File: src/hdl/pfe_pkg.sv
// shared types, constants and helper functions for the playfair digraph encryptor
package pfe_pkg;

    localparam int LETTER_W = 5;
    localparam int SIDE     = 5;
    localparam int ROW_W    = SIDE * LETTER_W;
    localparam int POS_W    = 3;
    localparam int CFG_IDX_W = 3;

    localparam logic [LETTER_W-1:0] LETTER_X = 5'd23;
    localparam logic [LETTER_W-1:0] LETTER_I = 5'd8;
    localparam logic [LETTER_W-1:0] LETTER_J = 5'd9;

    // configuration register indexes
    localparam logic [CFG_IDX_W-1:0] CFG_SQUARE_ROW0 = 3'd0;
    localparam logic [CFG_IDX_W-1:0] CFG_SQUARE_ROW1 = 3'd1;
    localparam logic [CFG_IDX_W-1:0] CFG_SQUARE_ROW2 = 3'd2;
    localparam logic [CFG_IDX_W-1:0] CFG_SQUARE_ROW3 = 3'd3;
    localparam logic [CFG_IDX_W-1:0] CFG_SQUARE_ROW4 = 3'd4;

    typedef logic [LETTER_W-1:0] t_letter;
    typedef logic [ROW_W-1:0] t_row;
    typedef t_row [SIDE-1:0] t_square;

    typedef struct packed {
        logic [POS_W-1:0] row;
        logic [POS_W-1:0] col;
    } t_pos;

    // letter pair handed from the pairing front end to the encoder
    typedef struct packed {
        t_letter p;
        t_letter q;
        logic    fin;
    } t_pair;

    // two cipher letters of one pair
    typedef struct packed {
        t_letter c1;
        t_letter c2;
        logic    fin;
    } t_result;

    typedef enum logic [1:0] {
        OUT_EMPTY,
        OUT_FIRST,
        OUT_SECOND
    } t_out_state;

    function automatic t_letter sq_cell(t_square sq, logic [POS_W-1:0] r,
                                        logic [POS_W-1:0] c);
        t_row    row_bits;
        t_letter val;
        row_bits = '0;
        val      = '0;
        for (int i = 0; i < SIDE; i++) begin
            if (r == POS_W'(i)) begin
                row_bits = sq[i];
            end
        end
        for (int j = 0; j < SIDE; j++) begin
            if (c == POS_W'(j)) begin
                val = row_bits[j*LETTER_W +: LETTER_W];
            end
        end
        return val;
    endfunction

    function automatic logic [POS_W-1:0] inc_wrap(logic [POS_W-1:0] v);
        return (v == POS_W'(SIDE - 1)) ? '0 : v + 1'b1;
    endfunction

endpackage

File: src/hdl/playfair_digraph_encrypt.sv
// top level of the streaming playfair digraph encryptor
// Takes one plaintext letter item per cycle while o_ready is high and
// gives cipher letter items. A letter equal to the one before it in the
// same message becomes X; the first letter of a pair is held and gives
// nothing, the second (or a last letter padded with X) gives two cipher
// letters in consecutive items. The pair-completing letter is captured in
// the pair register, then goes through the key square lookup into the
// result register. Sustained rate is one input item per cycle for normal
// text while the output is not stalled; a message of one letter per
// message gives two results per input, so input is then held back by the
// single result register draining one letter per cycle. The user must
// write the key square through the config port only while the block is
// idle; the block does not enforce this, and the port is always ready.
module playfair_digraph_encrypt
    import pfe_pkg::*;
(
    input  logic                 i_clk,
    input  logic                 i_rst_n,
    // plaintext channel
    input  logic                 i_valid,
    output logic                 o_ready,
    input  logic [LETTER_W-1:0]  i_plain_letter,
    input  logic                 i_message_end,
    // ciphertext channel
    output logic                 o_valid,
    input  logic                 i_ready,
    output logic [LETTER_W-1:0]  o_cipher_letter,
    output logic                 o_pair_second,
    output logic                 o_final_output,
    // key square write port
    input  logic                 i_cfg_valid,
    output logic                 o_cfg_ready,
    input  logic [CFG_IDX_W-1:0] i_cfg_index,
    input  logic [ROW_W-1:0]     i_cfg_data
);

    // key square rows, column c in bits 5c+4:5c
    t_square r_square;

    // pair register handshake between the front end and the result stage
    logic    pair_valid;
    logic    pair_ready;
    t_pair   pair;
    t_result result;

    assign o_cfg_ready = 1'b1;

    // config writes; indexes past the last row are dropped
    always_ff @(posedge i_clk) begin
        if (!i_rst_n) begin
            r_square <= '0;
        end else if (i_cfg_valid) begin
            case (i_cfg_index)
                CFG_SQUARE_ROW0: r_square[0] <= i_cfg_data;
                CFG_SQUARE_ROW1: r_square[1] <= i_cfg_data;
                CFG_SQUARE_ROW2: r_square[2] <= i_cfg_data;
                CFG_SQUARE_ROW3: r_square[3] <= i_cfg_data;
                CFG_SQUARE_ROW4: r_square[4] <= i_cfg_data;
                default: ;
            endcase
        end
    end

    // doubled letter replacement and pairing
    pfe_front u_front (
        .i_clk          (i_clk),
        .i_rst_n        (i_rst_n),
        .i_valid        (i_valid),
        .o_ready        (o_ready),
        .i_plain_letter (i_plain_letter),
        .i_message_end  (i_message_end),
        .o_pair_valid   (pair_valid),
        .i_pair_ready   (pair_ready),
        .o_pair         (pair)
    );

    // square lookup and cipher rules
    pfe_encode u_encode (
        .i_square (r_square),
        .i_pair   (pair),
        .o_result (result)
    );

    // result register, two letters per pair
    pfe_out u_out (
        .i_clk           (i_clk),
        .i_rst_n         (i_rst_n),
        .i_pair_valid    (pair_valid),
        .o_pair_ready    (pair_ready),
        .i_result        (result),
        .o_valid         (o_valid),
        .i_ready         (i_ready),
        .o_cipher_letter (o_cipher_letter),
        .o_pair_second   (o_pair_second),
        .o_final_output  (o_final_output)
    );

endmodule

File: src/hdl/pfe_front.sv
// letter replacement, pairing state and the pair register
module pfe_front
    import pfe_pkg::*;
(
    input  logic    i_clk,
    input  logic    i_rst_n,
    input  logic    i_valid,
    output logic    o_ready,
    input  t_letter i_plain_letter,
    input  logic    i_message_end,
    output logic    o_pair_valid,
    input  logic    i_pair_ready,
    output t_pair   o_pair
);

    logic    r_prev_valid, n_prev_valid;
    t_letter r_prev_letter, n_prev_letter;
    logic    r_pend_valid, n_pend_valid;
    t_letter r_pend_letter, n_pend_letter;
    logic    r_pair_valid, n_pair_valid;
    t_pair   r_pair, n_pair;

    t_letter letter;
    logic    accept;
    logic    pair_load;

    always_comb begin
        letter = (r_prev_valid && i_plain_letter == r_prev_letter) ? LETTER_X
                                                                   : i_plain_letter;
        o_ready   = !r_pair_valid || i_pair_ready;
        accept    = i_valid && o_ready;
        pair_load = accept && (r_pend_valid || i_message_end);

        n_prev_valid  = r_prev_valid;
        n_prev_letter = r_prev_letter;
        n_pend_valid  = r_pend_valid;
        n_pend_letter = r_pend_letter;
        n_pair        = r_pair;
        n_pair_valid  = r_pair_valid && !i_pair_ready;

        if (accept) begin
            n_prev_letter = letter;
            n_prev_valid  = !i_message_end;
            if (r_pend_valid) begin
                n_pend_valid = 1'b0;
                n_pair       = '{p: r_pend_letter, q: letter, fin: i_message_end};
            end else if (i_message_end) begin
                n_pair = '{p: letter, q: LETTER_X, fin: 1'b1};
            end else begin
                n_pend_letter = letter;
                n_pend_valid  = 1'b1;
            end
        end
        if (pair_load) begin
            n_pair_valid = 1'b1;
        end
    end

    always_ff @(posedge i_clk) begin
        if (!i_rst_n) begin
            r_prev_valid  <= 1'b0;
            r_prev_letter <= '0;
            r_pend_valid  <= 1'b0;
            r_pair_valid  <= 1'b0;
        end else begin
            r_prev_valid  <= n_prev_valid;
            r_prev_letter <= n_prev_letter;
            r_pend_valid  <= n_pend_valid;
            r_pair_valid  <= n_pair_valid;
        end
        r_pend_letter <= n_pend_letter;
        r_pair        <= n_pair;
    end

    assign o_pair_valid = r_pair_valid;
    assign o_pair       = r_pair;

endmodule

File: src/hdl/pfe_encode.sv
// key square lookup and the playfair row, column and rectangle rules
module pfe_encode
    import pfe_pkg::*;
(
    input  t_square i_square,
    input  t_pair   i_pair,
    output t_result o_result
);

    t_pos pos_a, pos_b;

    function automatic t_pos locate(t_square sq, t_letter raw);
        t_letter key;
        t_pos    pos;
        key = (raw == LETTER_J) ? LETTER_I : raw;
        pos = '0;
        // scan backward so the first match in row-major order wins
        for (int r = SIDE - 1; r >= 0; r--) begin
            for (int c = SIDE - 1; c >= 0; c--) begin
                if (sq[r][c*LETTER_W +: LETTER_W] == key) begin
                    pos.row = POS_W'(r);
                    pos.col = POS_W'(c);
                end
            end
        end
        return pos;
    endfunction

    always_comb begin
        pos_a        = locate(i_square, i_pair.p);
        pos_b        = locate(i_square, i_pair.q);
        o_result.fin = i_pair.fin;
        if (pos_a.row == pos_b.row) begin
            o_result.c1 = sq_cell(i_square, pos_a.row, inc_wrap(pos_a.col));
            o_result.c2 = sq_cell(i_square, pos_b.row, inc_wrap(pos_b.col));
        end else if (pos_a.col == pos_b.col) begin
            o_result.c1 = sq_cell(i_square, inc_wrap(pos_a.row), pos_a.col);
            o_result.c2 = sq_cell(i_square, inc_wrap(pos_b.row), pos_b.col);
        end else begin
            o_result.c1 = sq_cell(i_square, pos_a.row, pos_b.col);
            o_result.c2 = sq_cell(i_square, pos_b.row, pos_a.col);
        end
    end

endmodule

File: src/hdl/pfe_out.sv
// result register holding one encoded pair, drained one letter per item
module pfe_out
    import pfe_pkg::*;
(
    input  logic    i_clk,
    input  logic    i_rst_n,
    input  logic    i_pair_valid,
    output logic    o_pair_ready,
    input  t_result i_result,
    output logic    o_valid,
    input  logic    i_ready,
    output t_letter o_cipher_letter,
    output logic    o_pair_second,
    output logic    o_final_output
);

    t_out_state r_state, n_state;
    t_result    r_res, n_res;
    logic       load;

    always_comb begin
        n_state = r_state;
        n_res   = r_res;
        case (r_state)
            OUT_EMPTY:  o_pair_ready = 1'b1;
            OUT_SECOND: o_pair_ready = i_ready;
            default:    o_pair_ready = 1'b0;
        endcase
        load = i_pair_valid && o_pair_ready;
        case (r_state)
            OUT_FIRST: begin
                if (i_ready) begin
                    n_state = OUT_SECOND;
                end
            end
            OUT_SECOND: begin
                if (i_ready) begin
                    n_state = OUT_EMPTY;
                end
            end
            default: begin
                n_state = OUT_EMPTY;
            end
        endcase
        if (load) begin
            n_state = OUT_FIRST;
            n_res   = i_result;
        end
    end

    always_ff @(posedge i_clk) begin
        if (!i_rst_n) begin
            r_state <= OUT_EMPTY;
        end else begin
            r_state <= n_state;
        end
        r_res <= n_res;
    end

    assign o_valid         = (r_state != OUT_EMPTY);
    assign o_pair_second   = (r_state == OUT_SECOND);
    assign o_cipher_letter = (r_state == OUT_SECOND) ? r_res.c2 : r_res.c1;
    assign o_final_output  = (r_state == OUT_SECOND) && r_res.fin;

endmodule

File: config.mk
export PLATFORM = sky130hd
export DESIGN_NAME = playfair_digraph_encrypt
export DESIGN_NICKNAME = d
export VERILOG_FILES = /design/src/hdl/pfe_pkg.sv /design/src/hdl/playfair_digraph_encrypt.sv /design/src/hdl/pfe_front.sv /design/src/hdl/pfe_encode.sv /design/src/hdl/pfe_out.sv
export SDC_FILE = /design/constraint.sdc
export NUM_CORES = 1
export LEC_CHECK = 0
export ABC_AREA = 1
export ABC_CLOCK_PERIOD_IN_PS = 8800
export BUFFER_PORTS_ARGS = -buffer_cell sky130_fd_sc_hd__buf_4
export CELL_PAD_IN_SITES_DETAIL_PLACEMENT = 0
export CELL_PAD_IN_SITES_GLOBAL_PLACEMENT = 1
export CORE_MARGIN = 2
export CORE_UTILIZATION = 49
export CTS_BUF_LIST = sky130_fd_sc_hd__clkbuf_8
export DETAILED_ROUTE_END_ITERATION = 7
export HOLD_SLACK_MARGIN = 0.05
export PLACE_DENSITY_LB_ADDON = 0.1
export SLEW_MARGIN = 40
export SYNTH_ARGS = -nofsm -noshare
export SYNTH_HDL_FRONTEND = slang
export SYNTH_HIERARCHICAL = 1
export SYNTH_SLANG_ARGS = --single-unit
File: constraint.sdc
create_clock -name i_clk -period 8.8 [get_ports i_clk]
set_input_delay 0 -clock i_clk [delete_from_list [all_inputs] [get_ports i_clk]]
set_output_delay 0 -clock i_clk [all_outputs]
set_load 0.005 [all_outputs]
After elaboration in Yosys (flattened, before gate mapping)
Index checks and enable logic that the tools add are counted.
{ "classes": {"eq_ne": 97, "reduce_logical": 33, "n_mux": 120, "bitwise_logic": 3, "n_addsub": 4} }
{ "ops": {"columns": ["cell", "count"], "rows": [
  ["25-bit two-way mux", 20],
  ["6-bit two-way mux", 50],
  ["5-bit equality test", 51],
  ["5-bit two-way mux", 34],
  ["3-bit by 2-bit equality test with 1-bit output (second input constant)", 18],
  ["3-bit by 1-bit equality test with 1-bit output (second input constant)", 9],
  ["3-bit equality test (second input constant)", 9],
  ["3-bit zero test", 9],
  ["11-bit two-way mux", 2],
  ["10-bit two-way mux", 2],
  ["2-bit AND reduction", 8],
  ["3-bit by 1-bit adder with 3-bit output (second input constant)", 4],
  ["3-bit two-way mux", 4],
  ["5-bit by 4-bit equality test with 1-bit output (second input constant)", 2],
  ["3-bit equality test", 2],
  ["1-bit logical AND", 6],
  ["3-bit by 2-bit != test with 1-bit output (second input constant)", 2],
  ["1-bit two-way mux", 4],
  ["2-bit two-way mux", 2],
  ["2-bit != test (second input constant)", 2],
  ["2-bit case mux with 2 select lines", 1],
  ["2-bit nonzero test", 2],
  ["1-bit zero test", 3],
  ["1-bit NOT", 3],
  ["other kinds (7)", 8]
]} }
{ "totals": {"word_cells": 275, "inputBits": 39, "output_inout_bits": 10, "regBits": 162} }

Depth between registers and ports, before layout
{ "logic_depth": {"ltp_word": 43, "depth_mapped": 45, "depth_no_buf": 43} }

Modules after synthesis
The synthesis kept the hierarchy.
{ "modules_own_cells": {"columns": ["mod", "area_per_inst_um2", "seq_area_each_um2", "cells_per_inst", "instances"], "rows": [
  ["pfe_encode", 10913.0, 0.0, 2176, 1],
  ["playfair_digraph_encrypt", 5017.3, 2502.4, 720, 1],
  ["pfe_front", 1036.0, 640.6, 114, 1],
  ["pfe_out", 520.5, 370.4, 46, 1]
]} }

Worst setup path before layout
Ideal clock, no wire load.
{ "synth_path": {"path_type": "register to register", "from": "reg u_front.r_pair (netlist bit u_front/o_pair[9])", "to": "reg u_out/r_res[10] (netlist bit), data pin", "arrival_ps": 3493, "period_less_slack_ps": 3746, "stages_incl_launch_ff": 31, "n_path_buf": 3, "path_slack_ps": 5054, "setup_time_ps": 253, "required_ps": 8547, "cell_sequence": "edfxtp_1 > buf_6 > inv_4 > nor2_8 > nand2_8 > nand2_8 > buf_6 > nor2_1 > nor2_1 > nor2_1 > nand3_1 > nor2_1 > inv_1 > nand2_1 > inv_1 > ha_1 > ha_1 > inv_1 > o21ai_2 > nand2_4 > buf_6 > o21ai_1 > nand2_1 > nand2_1 > nand3_1 > nand2_1 > nand2_1 > a21oi_1 > nand2_1 > nand3_1 > nand2_1"} }
{ "synth_lines": {"columns": ["item", "line_no", "rtl"], "rows": [
  ["from (decl)", "pfe_front.sv:21", "t_pair r_pair, n_pair;"],
  ["from (signal assigned)", "pfe_front.sv:72", "r_pair <= n_pair;"],
  ["to (signal assigned)", "pfe_out.sv:57", "r_res <= n_res;"],
  ["to (decl)", "pfe_out.sv:18", "t_result r_res, n_res;"]
]} }

==> metrics.md <==
| Metric | Value |
|---|---|
| Run status | `finished with violations` |
| Failing checks | `DRC` |
| Count of placed standard cells including taps | `between 3000 and 4000` |
| Number of diodes added for antenna fixing | `0` |
| Main flop type after synthesis | `dfxtp_1` |
| Internal portion of total power | `between 1000 and 1500 uW` |
| Sw Pwr | `approximately 1400 uW` |
| Number of ports placed on the die boundary | `slightly below 50` |
| Critical-path maximum fanout | `27` |
| Dominant cells by area after synthesis | `nand2_1 20%, dfxtp_1 15%, nand3_1 10%` |
| Netlist Area Pre-Place | `0.0175 mm2` |
| Final Util | `between 50% and 60%` |
| Final ANT Viol Nets | `0` |
| Worst hold path type | `in2reg` |
| Net count reported at finish | `~3100` |
| Syn nets | `around 3100` |
| Setup TNS | `0 ns` |
| Worst Tran Pin Value | `about 0.88 ns` |
| Synth-to-layout area growth | `5.39%` |
| Row count | `69` |
| Aggregate global-route resource usage | `roughly 45%` |
| Number of hold violations in the final report | `0` |
| Drt wl/cell | `between 20 and 25 um` |
| Final number of setup-violating endpoints | `0` |
| Antenna violations before repair | `0` |
| Number of standard cells after synthesis | `3056` |
| Sequential group share of total power | `between 30 and 40%` |
| Post-cts repair resize count | `0` |
| Cell at the root of the clock tree | `clkbuf_8` |
| Worst-Skew Late Latency | `0.51 ns` |
| Setup repair after global routing missed its margin | `false` |
| MaxCap Viol Count | `0` |
| Number of cells traversed by the worst hold path | `5` |
| Reg2reg start | `u_front/o_pair[4]` |
| Number of flops mapped to enable cells by yosys | `27` |
| Total length of routed wires | `around 84 mm` |
| Post-synth top area cell | `nand2_1` |
| Worst slew margin relative to its limit | `between 40% and 50%` |
| Critical Path End | `u_out/r_res[2]` |
| Largest clock skew in the final design | `between 0.02 and 0.025 ns` |
| Number of warning messages in the yosys log | `6` |
| Overflow after GRT | `0` |
| Maximum vdd ir drop | `182 uV` |
| Full die area | `around 0.037 mm2` |
| Most frequent cells in the layout | `909 x nand2_1, 421 x nor2_1, 365 x nand3_1` |
| DRC marker count from the first detailed-route iteration | `2908` |
| Clk sinks | `around 160` |
| Relative contribution of the clock network to total power | `between 20% and 30%` |
| Wire length of the first global-routing pass | `about 120 mm` |
| Count of placed standard cells in the final layout, fillers left out | `between 3000 and 4000` |
| Depth of the worst register-to-register path | `25` |
| Total via count after detailed routing | `21013` |
| Initial core utilization | `49.4%` |
| Post-synthesis register bit count | `about 160` |
| Clock-pin transition on the worst setup and hold timing paths | `between 0.1 and 0.15 ns` |
| Shortest period the worst path allows | `around 6.3 ns` |
| CP endpoint kind | `register` |
| Mean instance size in the synthesized netlist | `around 5.7 um2` |
| Half-perimeter wire length after placement | `62.1 mm` |
| First-pass iteration count of the detailed router | `8` |
| Placer Congestion | `around 1.0` |
| Pin count of the biggest net entering global routing | `approximately 100` |
| Power per unit of standard cell area | `149 mW/mm2` |
| Placeable core region | `approximately 0.035 mm2` |
| Area share of the leading cell type in the synthesized netlist | `between 15 and 20%` |
| TritonCTS clock tree | `yes` |
| Total number of H-tree levels | `4` |
| Fraction of layout cells with a size suffix above 1 | `6.75%` |
| Remaining design rule violation count | `2` |
| Post-synth ARST share | `0%` |
| Part of the Yosys area used for sequential elements | `20.1%` |
| Data required, critical path | `approximately 9.2 ns` |
| Via count of the first global-routing pass | `19086` |
| Worst setup SP type | `register` |
| Most frequent standard cell in the layout excluding fill and tap cells | `nand2_1` |
| RR Endpoint | `u_out/r_res[2]` |
| Vias/cell | `about 6.0` |
| Worst setup path startpoint | `u_front/o_pair[4]` |
| Worst hold slack | `~0.12 ns` |
| Logic pwr share | `46.8%` |
| Worst setup path class | `reg2reg` |
| Number of max-slew violations in the final report | `0` |
| Max Fclk | `approximately 160 MHz` |
| Width of the chip | `slightly below 200 um` |
| CTS Buf Count | `17` |
| Chip height | `around 190 um` |
| Max Buffers Root-to-Sink | `2` |
| Arrival time at the worst endpoint | `approximately 6.7 ns` |
| Slack of the worst reg-to-reg path | `2.49 ns` |
| Number of port buffers | `47` |
| Static leakage | `0.00862 uW` |
| Crit share post-route | `between 70 and 80%` |
| Switching share of power | `49.5%` |
| Number of distinct library cells after synthesis | `52` |
-- cell type report --
cell class	count	area, um2
multi-input cells	2414	11900
inverters	312	1180
flip-flops and latches	162	3510
well taps	461	577
repair buffers	102	868
clock inverters	15	165
fillers	3799	17000
clock buffers	17	234
-- layer usage --
| metal | up-vias | GRT usage [%] | wire (um) |
|---|---|---|---|
| met1 | 9611 | 58.2 | 33200 |
| met2 | 1436 | 65.6 | 34800 |
| li1 | 9718 | - | - |
| met3 | 248 | 16.9 | 12100 |
| met5 | - | 0 | 0 |
| met4 | 0 | 20.6 | 3900 |
-- cell usage after synthesis, types with 9 or more instances --
master    count
nand2_2      23
buf_2        75
nor3_1       25
o21ai_0     101
a31oi_1      11
o211ai_1     48
xor2_1      103
buf_6        19
a21boi_0     11
o22ai_1      19
nor2_2       10
nand2_1     910
o21bai_1     15
buf_4        19
inv_1       276
buf_1        11
nor2_4       14
o21ai_1      46
nand3_1     365
edfxtp_1     27
inv_2        22
nand4_1      53
clkinv_1      9
dfxtp_1     135
ha_1         24
clkbuf_1     44
xnor2_1      42
nor2_1      422
a21oi_1     118
-- flip-flops by register name (all words and copies together) (netlist names) --
name,cells
u_front/r_prev_letter,5
u_out/r_res,11
u_front/r_pend_letter,5
r_square,125
u_front/o_pair,11
u_front/r_pend_valid,1
u_out/r_state,2
u_front/o_pair_valid,1
u_front/r_prev_valid,1
-- kinds of logic after synthesis --
family,count (synthesis),share of synthesized area (%)
simple gates,1850,45.6
buf+inv,480,12.1
compound gates,394,13.1
flops,162,20.1
xor+xnor,145,7.26
fa+ha+maj,24,1.72
other cells,1,0.0214
-- per-stage QoR --
| step | instance area, um2 | power, uW | worst slack (ns) |
|---|---|---|---|
| floorplan | 17500 | 1700 | 5.05 |
| global placement | 17600 | 2070 | 2.74 |
| detailed placement | 17600 | 2080 | 2.74 |
| CTS | 18400 | 2660 | 2.72 |
| global route | 18400 | 2860 | 2.12 |
| finish | 18400 | 2740 | 2.49 |
-- worst min path at each step --
| stage | startpoint | end | slack (ns) |
|---|---|---|---|
| 5_1_grt | i_cfg_valid | r_square[119] | 0.14 |
| 6_report | i_cfg_valid | r_square[103] | 0.12 |
| 2_1_floorplan | i_rst_n | u_front/r_prev_letter[3] | 0.14 |
| 3_5_place_dp | i_plain_letter[0] | u_front/r_pend_letter[0] | 0.31 |
| 4_1_cts | i_cfg_valid | r_square[119] | 0.09 |
| 3_3_place_gp | i_plain_letter[0] | u_front/r_pend_letter[0] | 0.31 |
-- worst max-delay path, stage by stage, from the launching register on --
cell and delay (ns):
edfxtp_1 0.34, buf_4 0.41, inv_4 0.19, nor2_4 0.14, nand2_4 0.16, nand2_4 0.39, xor2_1 0.19, nand4_1 0.35
nand2_1 0.28, inv_1 0.06, nand2_1 0.07, nand2_1 0.15, ha_1 0.35, nand4_4 0.34, nand2_2 0.18, nor2_2 0.65
nand2_1 0.63, o21ai_0 0.31, a21oi_1 0.07, o22ai_1 0.31, o21ai_1 0.16, nand2_1 0.12, nand2_1 0.07, nand3_1 0.09
nand2_1 0.06, nand2_1 0.07
-- repair_timing --
item                      4_1_cts  5_1_grt
setup buffers                   0        0
hold buffers                   38        0
hold endpoints to repair      151        0
-- power by group through the flow --
| stage | registers [uW] | logic, uW | clock network, uW |
|---|---|---|---|
| after floorplan | 839 | 860 | 0 |
| after global placement | 887 | 1190 | 0 |
| after detailed placement | 888 | 1190 | 0 |
| after CTS | 870 | 1210 | 583 |
| after global routing | 878 | 1380 | 609 |
| final | 878 | 1280 | 582 |
Power figures use the tool's default switching activity.
